**config.mk**
```make
export PLATFORM = sky130hd
export DESIGN_NAME = packet_l3_l4_classifier
export DESIGN_NICKNAME = d
export VERILOG_FILES = /design/src/sv/pcls_pkg.sv /design/src/sv/pcls_front.sv /design/src/sv/pcls_queue.sv /design/src/sv/pcls_back.sv /design/src/sv/packet_l3_l4_classifier.sv
export SDC_FILE = /design/constraint.sdc
export NUM_CORES = 1
export LEC_CHECK = 0
export BUFFER_PORTS_ARGS = -buffer_cell sky130_fd_sc_hd__buf_4
export CAP_MARGIN = 20
export CORE_MARGIN = 1.5
export CORE_UTILIZATION = 45
export DETAILED_ROUTE_END_ITERATION = 6
export GPL_TIMING_DRIVEN = 1
export MAX_ROUTING_LAYER = met4
export PLACE_DENSITY = 0.64
export SYNTH_ARGS = -nofsm -noshare
export SYNTH_HDL_FRONTEND = slang
export SYNTH_SLANG_ARGS = --single-unit
```
**constraint.sdc**
```tcl
create_clock -name clk_i -period 6.5 [get_ports clk_i]
set_clock_uncertainty 0.1 [all_clocks]
set_input_delay 0.325 -clock clk_i [delete_from_list [all_inputs] [get_ports clk_i]]
set_output_delay 0.325 -clock clk_i [all_outputs]
set_load 0.02 [all_outputs]
```
**src/sv/pcls_pkg.sv**
```systemverilog
// ----------------------------------------------------------------------------
// pcls_pkg
// Shared types and constants for the L3/L4 header classifier: EtherType and
// protocol codes, class codes, header lengths and the per-frame record.
// ----------------------------------------------------------------------------
package pcls_pkg;

  // frame parsing
  localparam int unsigned POS_W = 7;
  localparam logic [POS_W-1:0] POS_MAX = 7'd127;

  // header byte positions
  localparam logic [POS_W-1:0] POS_TYPE_HI       = 7'd12;
  localparam logic [POS_W-1:0] POS_TYPE_LO       = 7'd13;
  localparam logic [POS_W-1:0] POS_INNER_TYPE_HI = 7'd16;
  localparam logic [POS_W-1:0] POS_INNER_TYPE_LO = 7'd17;
  localparam logic [POS_W-1:0] L2_LEN_UNTAGGED   = 7'd14;
  localparam logic [POS_W-1:0] L2_LEN_TAGGED     = 7'd18;
  localparam logic [POS_W-1:0] IPV4_PROTO_OFS    = 7'd9;
  localparam logic [POS_W-1:0] IPV6_NEXT_OFS     = 7'd6;

  // header lengths
  localparam int unsigned HDR_W = 7;
  localparam logic [HDR_W-1:0] IPV4_HDR_LEN = 7'd20;
  localparam logic [HDR_W-1:0] IPV6_HDR_LEN = 7'd40;
  localparam logic [HDR_W-1:0] TCP_HDR_LEN  = 7'd20;
  localparam logic [HDR_W-1:0] UDP_HDR_LEN  = 7'd8;

  // EtherType and protocol codes
  localparam logic [15:0] TYPE_VLAN = 16'h8100;
  localparam logic [15:0] TYPE_IPV4 = 16'h0800;
  localparam logic [15:0] TYPE_IPV6 = 16'h86DD;
  localparam logic [7:0]  PROTO_TCP = 8'd6;
  localparam logic [7:0]  PROTO_UDP = 8'd17;

  // counters
  localparam int unsigned COUNT_BITS_DEF = 32;
  localparam int unsigned OUT_CNT_W      = 32;
  localparam int unsigned NUM_CNT        = 6;
  localparam int unsigned CNT_TOTAL      = 0;
  localparam int unsigned CNT_VLAN       = 1;
  localparam int unsigned CNT_IPV4       = 2;
  localparam int unsigned CNT_IPV6       = 3;
  localparam int unsigned CNT_TCP        = 4;
  localparam int unsigned CNT_UDP        = 5;

  // record queue
  localparam int unsigned QUEUE_DEPTH = 4;
  localparam int unsigned QUEUE_PTR_W = $clog2(QUEUE_DEPTH);

  typedef enum logic [1:0] {
    L3_IPV4  = 2'd0,
    L3_IPV6  = 2'd1,
    L3_OTHER = 2'd2
  } l3_class_e;

  typedef enum logic [1:0] {
    L4_TCP   = 2'd0,
    L4_UDP   = 2'd1,
    L4_OTHER = 2'd2,
    L4_NONE  = 2'd3
  } l4_class_e;

  // one classified frame, front to back
  typedef struct packed {
    logic             keep;
    logic             vlan;
    l3_class_e        l3c;
    l4_class_e        l4c;
    logic [HDR_W-1:0] hdr;
  } cls_rec_t;

endpackage

```
**src/sv/pcls_front.sv**
```systemverilog
// ----------------------------------------------------------------------------
// pcls_front
// Byte-wise header parser. Tracks the byte position, captures the EtherType
// (outer and, when tagged, inner) and the L4 protocol byte, and on the last
// byte of a frame pushes one classified record into the queue.
// ----------------------------------------------------------------------------
module pcls_front
  import pcls_pkg::*;
(
  input  logic       clk_i,
  input  logic       rst_ni,
  input  logic       in_valid_i,
  output logic       in_stall_o,
  input  logic [7:0] data_byte_i,
  input  logic       last_byte_i,
  input  logic       q_full_i,
  output logic       q_push_o,
  output cls_rec_t   q_rec_o
);

  logic [POS_W-1:0] pos_q, pos_d;
  logic [15:0]      etype_q, etype_d;
  logic             tag_q, tag_d;
  logic [7:0]       proto_q, proto_d;
  logic             pcap_q, pcap_d;
  logic             accept;
  logic [POS_W-1:0] l3off;
  logic [POS_W-1:0] l2len;
  logic             have_type;
  cls_rec_t         rec;

  assign in_stall_o = q_full_i;
  assign accept     = in_valid_i && !q_full_i;
  assign q_push_o   = accept && last_byte_i;
  assign q_rec_o    = rec;

  // field capture for the current beat
  always_comb begin
    etype_d = etype_q;
    tag_d   = tag_q;
    proto_d = proto_q;
    pcap_d  = pcap_q;
    l3off   = tag_q ? L2_LEN_TAGGED : L2_LEN_UNTAGGED;

    if (pos_q == POS_TYPE_HI || (tag_q && pos_q == POS_INNER_TYPE_HI)) begin
      etype_d = {data_byte_i, etype_q[7:0]};
    end else if (pos_q == POS_TYPE_LO || (tag_q && pos_q == POS_INNER_TYPE_LO)) begin
      etype_d = {etype_q[15:8], data_byte_i};
      if (pos_q == POS_TYPE_LO && etype_d == TYPE_VLAN) begin
        tag_d = 1'b1;
      end
    end

    if (pos_q >= l3off && !pcap_q) begin
      if ((etype_d == TYPE_IPV4 && pos_q == l3off + IPV4_PROTO_OFS) ||
          (etype_d == TYPE_IPV6 && pos_q == l3off + IPV6_NEXT_OFS)) begin
        proto_d = data_byte_i;
        pcap_d  = 1'b1;
      end
    end

    pos_d = (pos_q == POS_MAX) ? POS_MAX : pos_q + 7'd1;
  end

  // frame classification, used on the last beat
  always_comb begin
    l2len     = tag_d ? L2_LEN_TAGGED : L2_LEN_UNTAGGED;
    have_type = pos_d >= l2len;
    rec.keep  = 1'b0;
    rec.vlan  = tag_d;
    rec.l3c   = L3_OTHER;
    rec.l4c   = L4_NONE;
    rec.hdr   = '0;

    if (have_type && etype_d == TYPE_IPV4) begin
      rec.l3c = L3_IPV4;
    end else if (have_type && etype_d == TYPE_IPV6) begin
      rec.l3c = L3_IPV6;
    end

    if (rec.l3c != L3_OTHER) begin
      rec.l4c = L4_OTHER;
      if (pcap_d && proto_d == PROTO_TCP) begin
        rec.l4c = L4_TCP;
      end else if (pcap_d && proto_d == PROTO_UDP) begin
        rec.l4c = L4_UDP;
      end
      if (rec.l4c == L4_TCP || rec.l4c == L4_UDP) begin
        rec.keep = 1'b1;
        rec.hdr  = l2len
                 + ((rec.l3c == L3_IPV4) ? IPV4_HDR_LEN : IPV6_HDR_LEN)
                 + ((rec.l4c == L4_TCP) ? TCP_HDR_LEN : UDP_HDR_LEN);
      end
    end
  end

  // per-frame state, cleared after the last beat
  always_ff @(posedge clk_i or negedge rst_ni) begin
    if (!rst_ni) begin
      pos_q   <= '0;
      etype_q <= '0;
      tag_q   <= 1'b0;
      proto_q <= '0;
      pcap_q  <= 1'b0;
    end else if (accept) begin
      if (last_byte_i) begin
        pos_q   <= '0;
        etype_q <= '0;
        tag_q   <= 1'b0;
        proto_q <= '0;
        pcap_q  <= 1'b0;
      end else begin
        pos_q   <= pos_d;
        etype_q <= etype_d;
        tag_q   <= tag_d;
        proto_q <= proto_d;
        pcap_q  <= pcap_d;
      end
    end
  end

endmodule

```
**src/sv/pcls_queue.sv**
```systemverilog
// ----------------------------------------------------------------------------
// pcls_queue
// Short record queue between the parser and the counter stage, so that each
// side can stall on its own.
// ----------------------------------------------------------------------------
module pcls_queue
  import pcls_pkg::*;
(
  input  logic     clk_i,
  input  logic     rst_ni,
  input  logic     push_i,
  input  cls_rec_t push_rec_i,
  output logic     full_o,
  input  logic     pop_i,
  output logic     empty_o,
  output cls_rec_t pop_rec_o
);

  cls_rec_t               mem_q [QUEUE_DEPTH];
  logic [QUEUE_PTR_W-1:0] wr_ptr_q;
  logic [QUEUE_PTR_W-1:0] rd_ptr_q;
  logic [QUEUE_PTR_W:0]   count_q;

  assign full_o    = (count_q == QUEUE_DEPTH[QUEUE_PTR_W:0]);
  assign empty_o   = (count_q == '0);
  assign pop_rec_o = mem_q[rd_ptr_q];

  // storage
  always_ff @(posedge clk_i) begin
    if (push_i) begin
      mem_q[wr_ptr_q] <= push_rec_i;
    end
  end

  // pointers and fill level
  always_ff @(posedge clk_i or negedge rst_ni) begin
    if (!rst_ni) begin
      wr_ptr_q <= '0;
      rd_ptr_q <= '0;
      count_q  <= '0;
    end else begin
      if (push_i) begin
        wr_ptr_q <= wr_ptr_q + 1'b1;
      end
      if (pop_i) begin
        rd_ptr_q <= rd_ptr_q + 1'b1;
      end
      if (push_i && !pop_i) begin
        count_q <= count_q + 1'b1;
      end else if (pop_i && !push_i) begin
        count_q <= count_q - 1'b1;
      end
    end
  end

endmodule

```
**src/sv/pcls_back.sv**
```systemverilog
// ----------------------------------------------------------------------------
// pcls_back
// Counter and output stage. Takes one record from the queue per cycle when
// the output register is free or being drained, bumps the class counters
// and presents the result beat.
// ----------------------------------------------------------------------------
module pcls_back
  import pcls_pkg::*;
#(
  parameter int unsigned COUNT_BITS = COUNT_BITS_DEF
) (
  input  logic                 clk_i,
  input  logic                 rst_ni,
  input  logic                 q_empty_i,
  input  cls_rec_t             q_rec_i,
  output logic                 q_pop_o,
  output logic                 out_valid_o,
  input  logic                 out_stall_i,
  output cls_rec_t             out_rec_o,
  output logic [COUNT_BITS-1:0] cnt_o [NUM_CNT]
);

  logic                  out_valid_q;
  cls_rec_t              out_rec_q;
  logic [COUNT_BITS-1:0] cnt_q [NUM_CNT];
  logic [NUM_CNT-1:0]    bump;

  assign q_pop_o     = !q_empty_i && (!out_valid_q || !out_stall_i);
  assign out_valid_o = out_valid_q;
  assign out_rec_o   = out_rec_q;
  assign cnt_o       = cnt_q;

  // which counters this record advances
  always_comb begin
    bump            = '0;
    bump[CNT_TOTAL] = 1'b1;
    bump[CNT_VLAN]  = q_rec_i.vlan;
    bump[CNT_IPV4]  = (q_rec_i.l3c == L3_IPV4);
    bump[CNT_IPV6]  = (q_rec_i.l3c == L3_IPV6);
    bump[CNT_TCP]   = (q_rec_i.l4c == L4_TCP);
    bump[CNT_UDP]   = (q_rec_i.l4c == L4_UDP);
  end

  // class counters, wrapping
  always_ff @(posedge clk_i or negedge rst_ni) begin
    if (!rst_ni) begin
      for (int i = 0; i < NUM_CNT; i++) begin
        cnt_q[i] <= '0;
      end
    end else if (q_pop_o) begin
      for (int i = 0; i < NUM_CNT; i++) begin
        if (bump[i]) begin
          cnt_q[i] <= cnt_q[i] + 1'b1;
        end
      end
    end
  end

  // output valid
  always_ff @(posedge clk_i or negedge rst_ni) begin
    if (!rst_ni) begin
      out_valid_q <= 1'b0;
    end else if (q_pop_o) begin
      out_valid_q <= 1'b1;
    end else if (!out_stall_i) begin
      out_valid_q <= 1'b0;
    end
  end

  // output payload
  always_ff @(posedge clk_i) begin
    if (q_pop_o) begin
      out_rec_q <= q_rec_i;
    end
  end

endmodule

```
**src/sv/packet_l3_l4_classifier.sv**
```systemverilog
// ----------------------------------------------------------------------------
// packet_l3_l4_classifier
// Ethernet / 802.1Q / IPv4 / IPv6 / TCP / UDP header classifier with running
// per-class frame counters.
// ----------------------------------------------------------------------------
// Frame bytes enter one beat per clock in wire order, with last_byte_i on the
// final byte. The block takes a byte every cycle; the parser runs in step with
// the input and only pauses when the four-entry record queue is full. Each
// frame gives one result beat: the record is first written into the queue,
// then the counter stage loads the output register and the counters together.
// Counters are COUNT_BITS wide and wrap. The 32-bit ports show their low bits,
// zero-extended when COUNT_BITS is under 32.
// ----------------------------------------------------------------------------
module packet_l3_l4_classifier
  import pcls_pkg::*;
#(
  parameter int unsigned COUNT_BITS = COUNT_BITS_DEF
) (
  input  logic                 clk_i,
  input  logic                 rst_ni,
  input  logic                 in_valid_i,
  output logic                 in_stall_o,
  input  logic [7:0]           data_byte_i,
  input  logic                 last_byte_i,
  output logic                 out_valid_o,
  input  logic                 out_stall_i,
  output logic                 keep_packet_o,
  output logic                 vlan_tagged_o,
  output logic [1:0]           l3_class_o,
  output logic [1:0]           l4_class_o,
  output logic [HDR_W-1:0]     header_bytes_o,
  output logic [OUT_CNT_W-1:0] total_count_o,
  output logic [OUT_CNT_W-1:0] vlan_count_o,
  output logic [OUT_CNT_W-1:0] ipv4_count_o,
  output logic [OUT_CNT_W-1:0] ipv6_count_o,
  output logic [OUT_CNT_W-1:0] tcp_count_o,
  output logic [OUT_CNT_W-1:0] udp_count_o
);

  logic                  q_push;
  logic                  q_full;
  logic                  q_pop;
  logic                  q_empty;
  cls_rec_t              push_rec;
  cls_rec_t              pop_rec;
  cls_rec_t              out_rec;
  logic [COUNT_BITS-1:0] cnt [NUM_CNT];
  logic [OUT_CNT_W-1:0]  cnt_out [NUM_CNT];

  // parser
  pcls_front u_front (
    .clk_i       (clk_i),
    .rst_ni      (rst_ni),
    .in_valid_i  (in_valid_i),
    .in_stall_o  (in_stall_o),
    .data_byte_i (data_byte_i),
    .last_byte_i (last_byte_i),
    .q_full_i    (q_full),
    .q_push_o    (q_push),
    .q_rec_o     (push_rec)
  );

  // record queue
  pcls_queue u_queue (
    .clk_i      (clk_i),
    .rst_ni     (rst_ni),
    .push_i     (q_push),
    .push_rec_i (push_rec),
    .full_o     (q_full),
    .pop_i      (q_pop),
    .empty_o    (q_empty),
    .pop_rec_o  (pop_rec)
  );

  // counters and output register
  pcls_back #(
    .COUNT_BITS (COUNT_BITS)
  ) u_back (
    .clk_i       (clk_i),
    .rst_ni      (rst_ni),
    .q_empty_i   (q_empty),
    .q_rec_i     (pop_rec),
    .q_pop_o     (q_pop),
    .out_valid_o (out_valid_o),
    .out_stall_i (out_stall_i),
    .out_rec_o   (out_rec),
    .cnt_o       (cnt)
  );

  // counter view on the fixed-width ports
  for (genvar g = 0; g < NUM_CNT; g++) begin : g_cnt
    if (COUNT_BITS >= OUT_CNT_W) begin : g_trunc
      assign cnt_out[g] = cnt[g][OUT_CNT_W-1:0];
    end else begin : g_ext
      assign cnt_out[g] = {{(OUT_CNT_W-COUNT_BITS){1'b0}}, cnt[g]};
    end
  end

  assign keep_packet_o  = out_rec.keep;
  assign vlan_tagged_o  = out_rec.vlan;
  assign l3_class_o     = out_rec.l3c;
  assign l4_class_o     = out_rec.l4c;
  assign header_bytes_o = out_rec.hdr;
  assign total_count_o  = cnt_out[CNT_TOTAL];
  assign vlan_count_o   = cnt_out[CNT_VLAN];
  assign ipv4_count_o   = cnt_out[CNT_IPV4];
  assign ipv6_count_o   = cnt_out[CNT_IPV6];
  assign tcp_count_o    = cnt_out[CNT_TCP];
  assign udp_count_o    = cnt_out[CNT_UDP];

endmodule
```
# Yosys cells after proc, flatten, opt, wreduce, memory -nomap -nowiden
# Memories as Yosys holds them, arrays and structs flattened.
# Index checks and enable logic that the tools add are counted.
[op_classes]
n_reduce_logical = 38
n_eq_ne = 18
muxes = 34
addsub = 15
n_lt_le_gt_ge = 2
[ops]
columns = ["op", "count"]
rows = [
  ["$add A32 B1 Y32 const B", 6],
  ["$eq A16 B16 Y1 const B", 2],
  ["$mux W16", 2],
  ["$mux W8", 4],
  ["$mux W7", 3],
  ["$eq A16 B12 Y1 const B", 1],
  ["$logic_and A1 B1 Y1", 15],
  ["$mux W5", 3],
  ["$add A7 B7 Y7", 2],
  ["$eq A7 B4 Y1 const B", 2],
  ["$eq A7 B5 Y1 const B", 2],
  ["$eq A7 B7 Y1", 2],
  ["$ge A7 B7 Y1", 2],
  ["$mux W1", 13],
  ["$mux W2", 5],
  ["$reduce_and A2 Y1", 5],
  ["$mux W9", 1],
  ["$eq A8 B3 Y1 const B", 1],
  ["$eq A8 B5 Y1 const B", 1],
  ["$logic_not A2 Y1", 4],
  ["$add A7 B1 Y7 const B", 1],
  ["$add A7 B3 Y7 const B", 1],
  ["$add A7 B4 Y7 const B", 1],
  ["$eq A7 B7 Y1 const B", 1],
  ["other kinds (13)", 27],
]
[word_totals]
mem_bits_rw = 52
register_bits = 246
output_inout_bits = 207
wordCells = 128
n_memories = 1
in_bits = 13
[mem_list]
columns = ["name", "depth", "word_bits", "read_ports", "rd_clocked_by_memory_dff", "wr", "line", "source"]
rows = [
  ["u_queue.mem_q", 4, 13, 1, 0, 1, "pcls_queue.sv:19", "cls_rec_t mem_q [QUEUE_DEPTH];"],
]

# Depth between registers and ports, before layout
[logic_depth]
word_depth = 20
depth_mapped = 19
ltp_nobuf = 18

# Modules after synthesis
# A second synthesis with hierarchy kept.
[hier_totals]
cells_unflattened = 1150
area_unflattened_um2 = 13698.1
[by_module_without_submodules]
columns = ["module", "cells_per_inst", "seq_area_each_um2", "instances", "area_per_inst_um2"]
rows = [
  ["pcls_back", 780, 5220.0, 1, 8934.8],
  ["pcls_front", 268, 825.8, 1, 2463.6],
  ["pcls_queue", 102, 1736.7, 1, 2299.7],
]

# Least setup slack after synthesis
# OpenSTA, ideal clock, no wires.
[synth_timing]
path_type = "flip-flop to flip-flop"
start = "register u_front.pos_q[2]"
end = "memory u_queue.mem_q[0][5] (netlist bit) (data pin)"
stages_incl_launch_ff = 18
synth_period_minus_slack_ns = 5.394
arrival_time_ns = 5.054
t_required_ns = 6.160
setup_ns = 0.240
path_buffers = 1
path_slack_ns = 1.106
cell_sequence = "dfrtp_1 -> clkbuf_1 -> and4bb_2 -> o211ai_2 -> inv_1 -> o41ai_1 -> inv_1 -> ha_1 -> nand2_1 -> a2bb2oi_1 -> a311oi_1 -> nand2_1 -> fa_1 -> ha_1 -> fa_1 -> xor2_1 -> o21ai_0 -> nor4_1"
[synth_rtl]
columns = ["item", "line", "source"]
rows = [
  ["start, declared", "pcls_front.sv:21", "logic [POS_W-1:0] pos_q, pos_d;"],
  ["start signal, assigned", "pcls_front.sv:113", "pos_q <= pos_d;"],
  ["end, declared", "pcls_queue.sv:19", ""],
]

==> out/qor.yml <==
r2r_end: "u_queue.mem_q[0][5]$_DFFE_PP_"
synth_ff_type: "dfrtp_1"
row_count: 62
r2r_start: "u_front.pos_q[2]$_DFFE_PN0P_"
drive_gt1_frac: 0.223
yosysSeqAreaShare: 0.565
yosysWarnings: 0
seq_area_sq_mm: 0.00748
period_share: 0.813
rsz0062_at_grt: "false"
fmax_mhz: 189
chipHeight_microns: 175
grt_util_all_layers: 0.201
placed_cells: 1711
swShare: 0.294
cts_tree: "built"
nFillCells: 2488
firstDrtPassIters: 4
clk_pin_slew_worst_paths_ps: 60
finalHoldViolCount: 0
vias: 9246
setup-tns-final_ps: 0
antenna_found_initial: 0
fin_area_sq_mm: 0.0164
port_buffers: 218
grt_max_degree: 126
cp-endpoint: "u_queue.mem_q[0][5]$_DFFE_PP_"
p_leak_nw: 7.56
multi_input_area_sq_mm: 0.00546
slew_headroom: 0.329
period_needed_ps: 5280
power_mw: 5.17
arrival_ps: 5420
critPathRequiredTime_ps: 6640
p_int_mw: 3.65
seq_power_share: 0.442
vias_per_cell: 5.22
p_per_area_mw_per_mm2: 315
netlist_area_sq_mm: 0.0132
worst_setup_path_end_kind: "flip-flop"
dpl-instance-area_sq_mm: 0.0153
synth_cells: 1134
avgSynthCellArea_sq_um: 11.7
ios: 220
drt_iter0_markers: 702
crit_start: "u_front.pos_q[2]$_DFFE_PN0P_"
hold_buffers: 1
wire_per_inst_microns: 16.6
antenna_cells: 0
postCtsSetupRepairBufs: 0
grt_pass1_wl_microns: 48500
final_util: 0.569
clk_latency_ps: 510
ff2ff_setup_slack_ps: 1220
start_kind: "flip-flop"
combPwrFrac: 0.189
synthArstFlopShare: 0.809
h-tree-depth: 2
cts_root_buffer: "clkbuf_16"
hpwl_microns: 20700
fp.dieW_microns: 175
cap_violations: 0
r2r_cells: 17
tightest_slew_ps: 998
ir_worst_vdd_mv: 0.193
setup_viol: 0
synth_cell_types: 70
numCtsBuffers: 34
grt.overflow.total: 0
synth_seq_cells: 288
drc: 0
path_class: "flip-flop to flip-flop"
die-area_sq_mm: 0.0305
start_util: 0.459
outcome: "completed"
p_clk_frac: 0.369
wirelength_microns: 29500
grt_pass1_vias: 9241
drt.antenna.violating_nets: 0
cts_num_sinks: 288
hp-class: "input port to flip-flop"
cts_resized: 0
gp_congestion: 0.881
cts_buffer_depth: 3
dp_slack_ps: 1250
core-area_sq_mm: 0.0289
switchingPower_mw: 1.52
drv_slew: 0
synth_enable_flop_cells: 55
hold_ws_ps: 18.1
layout.cells.non_filler: 1771
timing.final.ws_setup_ps: 1220
path_max_fanout: 9
syn_nets: 1175
final_nets: 1405
synthToLayoutAreaGrowth_pct: 24.0
==> worst min path at each step <==
stage / from / endpoint / slack, ps / depth (start not counted)
2_1_floorplan: rst_ni / u_back.cnt_o[0]$_DFFE_PN0P_ / -70 / 0
5_1_grt: data_byte_i[5] / u_front.etype_q[13]$_DFFE_PN0P_ / 10 / 2
3_3_place_gp: rst_ni / u_back.cnt_o[149]$_DFFE_PN0P_ / 350 / 1
4_1_cts: data_byte_i[5] / u_front.etype_q[13]$_DFFE_PN0P_ / 1 / 2
6_report: data_byte_i[6] / u_front.etype_q[14]$_DFFE_PN0P_ / 20 / 2
3_5_place_dp: rst_ni / u_back.cnt_o[150]$_DFFE_PN0P_ / 360 / 1
==> cell families after synthesis <==
| family | count (synthesis) | share of synthesized area |
|---|---|---|
| and+or+nand+nor | 441 | 0.179 |
| DFF | 288 | 0.565 |
| xor gates and xnor gates | 196 | 0.130 |
| AOI/OAI and AO/OA | 82 | 0.0440 |
| buffers and inverters | 72 | 0.0221 |
| adders and majority gates | 28 | 0.0287 |
| muxes | 26 | 0.0314 |
| other | 1 | 0.000283 |
==> worst max-delay path, cell delays in order, from the launching register on <==
cell	delay, ps
dfrtp_1	500
and4bb_2	290
o211ai_2	380
inv_1	120
o41ai_1	410
buf_4	230
inv_1	90
ha_1	300
nand2_1	50
a2bb2oi_1	130
a311oi_1	360
nand2_1	200
fa_1	550
ha_1	260
fa_1	380
xor2_1	140
o21ai_0	100
nor4_1	400
==> cell usage after synthesis, types with 24 or more instances <==
| library cell | number | share of area |
|---|---|---|
| dfrtp_1 | 233 | 0.44 |
| nor2_1 | 70 | 0.020 |
| nand4_1 | 40 | 0.019 |
| xnor2_1 | 127 | 0.084 |
| nand3_1 | 63 | 0.024 |
| inv_1 | 42 | 0.012 |
| edfxtp_1 | 55 | 0.12 |
| ha_1 | 24 | 0.023 |
| o21ai_0 | 25 | 0.0095 |
| xor2_1 | 69 | 0.046 |
| nand2_1 | 116 | 0.033 |
| and3_1 | 40 | 0.019 |
==> state kept, by name, indices dropped and copies added, names as in the netlist <==
signal              cells
u_front.pcap_q          1
u_back.cnt_o          192
u_front.pos_q           7
u_front.proto_q         8
u_queue.count_q         3
u_front.etype_q        16
u_queue.wr_ptr_q        2
u_front.tag_q           1
u_back.out_rec_o       11
u_queue.mem_q          44
u_back.out_valid_o      1
u_queue.rd_ptr_q        2
==> per-layer routing <==
metal	share of wire	GRT usage
met4	0.019	0.0534
met1	0.47	0.282
met5	0	-
met3	0.063	0.0398
met2	0.45	0.298
==> power by group through the flow <==
stage,Sequential [mW],Combinational [mW],Clock [mW]
final,2.28,0.978,1.91
after global routing,2.32,1.07,2.03
after CTS,2.29,0.994,1.95
after detailed placement,2.32,0.990,0
after global placement,2.31,0.979,0
after floorplan,2.40,0.479,0
==> cell usage in the layout (no fill, tap or decap), types with 9 or more instances in the layout <==
cell       instances
a22o_1            11
and2_1            10
and3_1            40
and4_1            18
buf_4            221
clkbuf_16         34
dfrtp_1          233
edfxtp_1          55
ha_1              24
inv_1             42
mux4_2             9
nand2_1          116
nand3_1           63
nand4_1           40
nor2_1            69
nor2b_1           10
nor3_1            17
nor4_1            18
o21ai_0           25
xnor2_1          127
xor2_1            69
==> layout make-up <==
| type | instances | share of cell area |
|---|---|---|
| sequential | 288 | 0.456 |
| multi-input combinational | 774 | 0.333 |
| timing repair buffer | 224 | 0.104 |
| clock buffer | 44 | 0.0560 |
| tap | 384 | 0.0293 |
| clock inverter | 15 | 0.0122 |
| inverter | 42 | 0.00961 |
(Power assumes the default switching activity.)
